`config.mk`:
```
export PLATFORM = sky130hd
export DESIGN_NAME = bba_controller
export DESIGN_NICKNAME = d
export VERILOG_FILES = /design/src/rtl/bba_pkg.sv /design/src/rtl/bba_controller.sv
export SDC_FILE = /design/constraint.sdc
export NUM_CORES = 1
export LEC_CHECK = 0
export CAP_MARGIN = 20
export CORE_MARGIN = 2
export CORE_UTILIZATION = 60
export CTS_CLUSTER_DIAMETER = 100
export DETAILED_ROUTE_END_ITERATION = 8
export DONT_BUFFER_PORTS = 1
export GPL_TIMING_DRIVEN = 0
export PLACE_DENSITY_LB_ADDON = 0.2
export SLEW_MARGIN = 0
export SYNTH_ARGS = -nofsm -noshare
export SYNTH_HDL_FRONTEND = slang
export SYNTH_SLANG_ARGS = --single-unit
```
`constraint.sdc`:
```
create_clock -name clock -period 1.95 [get_ports clock]
set_input_delay 0 -clock clock [delete_from_list [all_inputs] [get_ports clock]]
set_output_delay 0 -clock clock [all_outputs]
set_load 0.005 [all_outputs]
```
`src/rtl/bba_pkg.sv`:
```
`timescale 1ns / 1ps
`default_nettype none

package bba_pkg;

   localparam int ORDERS_DEF = 11;
   localparam int ADDR_W     = 22;
   localparam int BYTES_W    = 23;
   localparam int ORD_W      = 4;
   localparam int BSL_W      = 4;
   localparam int DATA_W     = 32;
   localparam int PADDR_W    = 3;
   localparam int REG_IDX_W  = PADDR_W - 2;

   localparam logic [BSL_W-1:0]     BSL_RESET   = 4'd6;
   localparam logic [REG_IDX_W-1:0] REG_BSL_IDX = 1'b0;

   localparam logic REQ_ALLOC = 1'b0;
   localparam logic REQ_FREE  = 1'b1;

   typedef struct packed {
      logic               req_type;
      logic [BYTES_W-1:0] request_bytes;
      logic [ADDR_W-1:0]  free_address;
   } req_item_type;

   typedef struct packed {
      logic              ok;
      logic [ADDR_W-1:0] address;
      logic [ORD_W-1:0]  order;
   } rsp_item_type;

   typedef enum logic [3:0] {
      CMD_NONE,
      CMD_CLEAR,
      CMD_LOAD,
      CMD_DECODE,
      CMD_PICK,
      CMD_DESC,
      CMD_SPLIT_L,
      CMD_SPLIT_R,
      CMD_UP,
      CMD_FCHK,
      CMD_MERGE,
      CMD_FSET,
      CMD_POST_OK,
      CMD_POST_FAIL
   } cmd_type;

   typedef struct packed {
      logic clr_done;
      logic is_free;
      logic dec_fail;
      logic pick_fail;
      logic pick_at_k;
      logic desc_last;
      logic split_done;
      logic up_need;
      logic up_last;
      logic map_bad;
      logic fchk_top;
      logic merge_hit;
      logic merge_last;
      logic lvl_top;
      logic rsp_free;
   } status_type;

   typedef enum logic [12:0] {
      ST_CLEAR   = 13'b0000000000001,
      ST_IDLE    = 13'b0000000000010,
      ST_DECODE  = 13'b0000000000100,
      ST_PICK    = 13'b0000000001000,
      ST_DESC    = 13'b0000000010000,
      ST_SPLIT_L = 13'b0000000100000,
      ST_SPLIT_R = 13'b0000001000000,
      ST_UP      = 13'b0000010000000,
      ST_FCHK    = 13'b0000100000000,
      ST_MERGE   = 13'b0001000000000,
      ST_FSET    = 13'b0010000000000,
      ST_DONE    = 13'b0100000000000,
      ST_FAIL    = 13'b1000000000000
   } state_type;

endpackage

`default_nettype wire

```
`src/rtl/bba_controller.sv`:
```
`timescale 1ns / 1ps
`default_nettype none

module bba_controller (
   input  wire logic                clock,
   input  wire logic                reset,
   input  wire logic                req_valid,
   input  wire bba_pkg::status_type status,
   output logic                     req_stall,
   output bba_pkg::cmd_type         cmd
);
   import bba_pkg::*;

   state_type state_ff, state_in;

   always_comb begin
      state_in = state_ff;
      cmd      = CMD_NONE;
      case (state_ff)
         ST_CLEAR: begin
            cmd = CMD_CLEAR;
            if (status.clr_done) state_in = ST_IDLE;
         end
         ST_IDLE: begin
            if (req_valid) begin
               cmd      = CMD_LOAD;
               state_in = ST_DECODE;
            end
         end
         ST_DECODE: begin
            cmd = CMD_DECODE;
            if (status.dec_fail)     state_in = ST_FAIL;
            else if (status.is_free) state_in = ST_FCHK;
            else                     state_in = ST_PICK;
         end
         ST_PICK: begin
            cmd = CMD_PICK;
            if (status.pick_fail)      state_in = ST_FAIL;
            else if (status.pick_at_k) state_in = ST_SPLIT_L;
            else                       state_in = ST_DESC;
         end
         ST_DESC: begin
            cmd = CMD_DESC;
            if (status.desc_last) state_in = ST_SPLIT_L;
         end
         ST_SPLIT_L: begin
            cmd = CMD_SPLIT_L;
            if (!status.split_done)  state_in = ST_SPLIT_R;
            else if (status.up_need) state_in = ST_UP;
            else                     state_in = ST_DONE;
         end
         ST_SPLIT_R: begin
            cmd      = CMD_SPLIT_R;
            state_in = ST_SPLIT_L;
         end
         ST_UP: begin
            cmd = CMD_UP;
            if (status.up_last) state_in = ST_DONE;
         end
         ST_FCHK: begin
            cmd = CMD_FCHK;
            if (status.map_bad)       state_in = ST_FAIL;
            else if (status.fchk_top) state_in = ST_FSET;
            else                      state_in = ST_MERGE;
         end
         ST_MERGE: begin
            cmd = CMD_MERGE;
            if (!status.merge_hit || status.merge_last) state_in = ST_FSET;
         end
         ST_FSET: begin
            cmd      = CMD_FSET;
            state_in = status.lvl_top ? ST_DONE : ST_UP;
         end
         ST_DONE: begin
            if (status.rsp_free) begin
               cmd      = CMD_POST_OK;
               state_in = ST_IDLE;
            end
         end
         ST_FAIL: begin
            if (status.rsp_free) begin
               cmd      = CMD_POST_FAIL;
               state_in = ST_IDLE;
            end
         end
         default: state_in = ST_IDLE;
      endcase
   end

   always_ff @(posedge clock) begin
      if (reset) begin
         state_ff <= ST_CLEAR;
      end else begin
         state_ff <= state_in;
      end
   end

   assign req_stall = (state_ff != ST_IDLE);

endmodule

`default_nettype wire

```
Yosys cells after proc, flatten, opt, wreduce, memory -nomap -nowiden
Index checks and enable logic that the tools add are counted.
{ "word_totals": {"mem_bits_rw": 0, "latch_bits": 0, "output_inout_bits": 5, "mem_bits_ro": 0, "in_bits": 18, "ff_bits": 13, "memories": 0} }
{ "op_classes": {"div_mod_pow": 0, "n_reduce_logical": 4, "n_addsub": 0, "mux": 20, "n_mul": 0, "bitwise": 0, "order_cmp": 0, "shift": 0, "eq_ne": 20} }
{ "ops": {"columns": ["cell", "n"], "rows": [
  ["$pmux 13 s12", 1],
  ["$mux 13", 9],
  ["$pmux 4 s13", 1],
  ["$mux 12", 3],
  ["$eq 13x1->1 const B", 1],
  ["$eq 13x10->1 const B", 1],
  ["$eq 13x11->1 const B", 1],
  ["$eq 13x12->1 const B", 1],
  ["$eq 13x13->1 const B", 1],
  ["$eq 13x2->1 const B", 1],
  ["$eq 13x3->1 const B", 1],
  ["$eq 13x4->1 const B", 1],
  ["$eq 13x5->1 const B", 1],
  ["$eq 13x6->1 const B", 1],
  ["$eq 13x7->1 const B", 1],
  ["$eq 13x8->1 const B", 1],
  ["$eq 13x9->1 const B", 1],
  ["$ne 13x2->1 const B", 1],
  ["$mux 11", 1],
  ["$ne 2x2->1 const B", 5],
  ["$mux 9", 1],
  ["$mux 4", 2],
  ["$mux 6", 1],
  ["$reduce_and 6->1", 1],
  ["5 further kinds", 5]
]} }

Depth between registers and ports, before layout
{ "logic_depth": {"ltp_word": 4, "depth_mapped": 6, "ltp_nobuf": 5} }

Worst setup path before layout
Ideal clock, no wire load.
{ "synth_path": {"path_type": "reg2reg", "startpoint": "reg state_ff[12]", "endpoint": "reg state_ff[5]", "arrival_time_ps": 1639, "period_less_slack_ps": 1718, "setup_slack_ps": 232, "path_buffers": 0, "path_stages_with_launch": 6, "setup_time_ps": 79, "required_ps": 1871, "cell_sequence": "dfxtp_1 and2b_1 o211a_1 o21a_1 or4_4 a211oi_2"} }
{ "synth_via": {"elab_chain_cells": 4, "word_cells_on_any_way": 22} }
{ "synth_lines": {"columns": ["element", "line", "rtl"], "rows": [
  ["from (decl)", "bba_controller.sv:14", "state_type state_ff, state_in;"],
  ["from (signal assigned)", "bba_controller.sv:94", "state_ff <= state_in;"],
  ["$eq 13x13->1 or $eq 13x12->1 (tied branches)", "bba_controller.sv:19", "case (state_ff)"],
  ["$reduce_or 2->1 (no source line)", null, null],
  ["$ne 2x1->1 (no source line)", null, null],
  ["$reduce_and 6->1 (no source line)", null, null]
]} }
Parallel ways exist; a longest one is shown, timed or not.
A chain may end at the register's enable or synchronous reset.

Worst setup path in the final report
{ "layout_path": {"startpoint": "reg state_ff[3]", "endpoint": "reg state_ff[5]"} }
The elaborated chain is that of the path after synthesis.

==> flow_summary_export.csv <==
group,metric,value,unit
run_status,status,"complete, no violations",
drt,first_iter_violations,64,
cts,cts_inserted_buffers,3,
min_path,hold_path_depth,4,
sta,finalCritPeriodShare,98.2,%
layout,num-nets-final,184,
sta,worst_pin_slew,0.536,ns
floorplanning,fp-row-count,15,
place,portBuffers,0,
global_route,antenna_found_initial,0,
critical_path,reg2reg_setup_slack,0.03,ns
power_and_ir_drop,power,600,uW
min_path,worstHoldStart,"status[5]",
logic_synthesis,synth_top_family_by_area,"simple AND/OR/NAND/NOR gates",
logic_synthesis,synth_compound_area_share,23.0,%
sta,hold_viol,0,
global_route,grt_pass1_vias,1094,
logic_synthesis,synth.avg_cell_area,7.99,sq um
critical_path,startpoint,"state_ff[3]",
critical_path,max_stage_delay,0.53,ns
critical_path,worst-path-max-fanout,10,
logic_synthesis,syn_nets,157,
layout,largest-register,"state_ff",
logic_synthesis,synth_top_area_share,23.4,%
sta,min_period,1.92,ns
cts,clk_pin_slew,0.09,ns
cts,clock-sinks,13,
logic_synthesis,synth_area_leaders,"dfxtp_1 (23%), a21oi_1 (4.1%), nor4b_1 (3.9%)",
logic_synthesis,synth_seq_cells,13,
job,max_cap_violations,0,
logic_synthesis,yosys_warnings,0,
power_and_ir_drop,leakage,0.000528,uW
global_route,grt_max_degree,11,
sta,holdWs,0.0302,ns
sta,relSlewSlack,63.7,%
layout,reg.largest.list,"state_ff (13)",
global_route,overflow,0,
place,placed_area,1140,sq um
logic_synthesis,synth_flop_cell,"dfxtp_1",
sta,finClkSkew,0.00429,ns
logic_synthesis,ys_seq_area_share,23.4,%
sta,final_max_slew_viol_count,0,
layout,syn_to_final_growth,25.7,%
critical_path,r2r_cells,7,
logic_synthesis,ys_types,51,
critical_path,path_buf_inv,2,
drt,drc_errors,0,
power_and_ir_drop,peakVddDrop,0.000289,V
cts,worst_skew_pair.late_latency,0.28,ns
floorplanning,die_area,2210,sq um
place,dp_hpwl,1980,um
layout,final_util,80.9,%
global_route,grt_first_pass_wirelength,4810,um
critical_path,cp-start-kind,"register",
floorplanning,chipWidth,47.0,um
layout,final_area,1400,sq um
logic_synthesis,yosys.area_share.adder,0,%
critical_path,path_cells,"clkbuf_4 > nor4_4 > buf_4 > and2_2 > o21a_1 > or4_4 > a211oi_2",
logic_synthesis,synthMuxAreaShare,0,%
floorplanning,initial_core_util,64.3,%
drt,dr_total_vias,1238,
drt,avgViaCountPerCell,6.52,
cts,h-tree-depth,1,
drt,dr.pass1.iters,4,
critical_path,critPathArrivalTime,2.12,ns
place,place_congestion,0.867,
cts,max-clock-path-buffers,2,
floorplanning,fp.dieH,47.0,um
layout,largest_reg_flops,13,
layout,n_antenna_cell,0,
critical_path,path_delay_family,"simple AND/OR/NAND/NOR gates",
logic_synthesis,synthXorXnorAreaFrac,3.94,%
logic_synthesis,netlist_area,1110,sq um
logic_synthesis,async_reset_ff_share,0,%
critical_path,worstPathRequired,2.16,ns
min_path,hold_end,"state_ff[10]",
drt,routed_wl,3100,um
critical_path,worstSetupPathType,"register to register",
global_route,grt_usage,30.9,%
sta,fmax,522,MHz
critical_path,timing.rr.start,"state_ff[3]",
logic_synthesis,yosys.area_share.simple,42.0,%
layout,drive_gt1_share,20.0,%
critical_path,endpoint_kind,"register",
min_path,hp-class,"primary input to register",
floorplanning,io_pins,23,
cts,cts_root_buf,"clkbuf_4",
drt,antenna_left,0,
sta,setup-violations-final,0,
drt,routedWlPerCell,16.3,um
cts,cts_tree,"yes",
logic_synthesis,synth_top_cell_by_area,"dfxtp_1",
critical_path,crit_path_top_delay_cell,"or4_4",
critical_path,r2r_end,"state_ff[5]",
power_and_ir_drop,powerDensity,430,nW/um^2
floorplanning,core,1730,sq um
logic_synthesis,syn_inst,139,
logic_synthesis,synth_edf_count,0,
## placed cells by master (no fill, tap or decap), drive strengths merged, types with 6 or more instances in the layout
cell type	count
clkbuf	8
dfxtp	13
nor4	6
inv	6
nand2	11
buf	12
dlygate4sd3	15
nor2	9
a21oi	9
## power by group
| part | internal (uW) | switching (uW) | leakage (uW) |
|---|---|---|---|
| clock | 79.4 | 101 | 0.0000150 |
| sequential | 271 | 9.01 | 0.000105 |
| combinational | 70.3 | 68.9 | 0.000407 |
## cell type report
type                       count  area (sq um)
fill                         121           330
timing repair buffer          22           203
multi-input combinational    111           783
buffer                         9          70.1
inverter                       6          22.5
clock buffer                   4          26.3
sequential                    13           260
tap                           25          31.3
## worst max-delay path by stage
| stage | slack, ns | depth (start not counted) | end |
|---|---|---|---|
| global placement | 0.07 | 6 | state_ff[10] |
| detailed placement | 0.01 | 5 | state_ff[10] |
| global route | -0.03 | 7 | cmd[1] |
| CTS | 0.00005 | 6 | state_ff[10] |
| finish | 0.03 | 7 | state_ff[5] |
| floorplan | 0.23 | 5 | state_ff[5] |
## Yosys cell counts (2+ instances only)
library cell  count
nand2_1          11
a21oi_1           9
xnor2_1           3
inv_1             6
and2b_1           2
nand3_1           4
nand4_1           5
nor4b_1           5
o31ai_1           3
o21ai_0           5
dfxtp_1          13
nor4_1            4
nor2_1            9
nor4_4            2
nor3_1            3
and3_1            3
xor2_1            2
buf_6             3
nor3b_1           2
or3_1             2
nand2b_1          5
buf_2             5
nand4b_1          2
o2111ai_1         4
## through the flow
stage,setup TNS (ns),worst slack [ns],std cells
final,0,0.0349,190
after global routing,-0.0361,-0.0291,190
after CTS,0,0.0000537,186
after detailed placement,0,0.0150,164
after global placement,0,0.0719,164
after floorplan,0,0.232,139
## worst register-to-register path: cells and delay by family, from the launching register on
kind	cells	cell delay (ns)
compound gates	2	0.34
simple gates	3	0.81
buf+inv	2	0.37
flops	1	0.32
## layer usage
metal	wire [um]	GRT usage (%)	share of wire [%]	up-vias
met5	0	0	0	-
met4	97	11.1	3.1	0
met3	278	6.54	9.0	15
met2	1420	49.3	46	66
met1	1300	41.3	42	566
li1	-	-	-	591
## cell families (layout without fill, tap and decap cells)
family,after synthesis,in the layout
xor gates and xnor gates,5,5
buffers and inverters,15,41
AOI/OAI and AO/OA,36,36
DFF,13,13
and+or+nand+nor,70,70
## repair_timing
item                                   in CTS  in global routing
buffers inserted                            4                  3
endpoints found under the hold margin      11                  1
pin swaps                                   1                  2
gates resized for setup                     0                  8
hold buffers                               14                  1
setup endpoints to repair                   2                  9
Note: power is estimated with default switching activity, not from simulation.
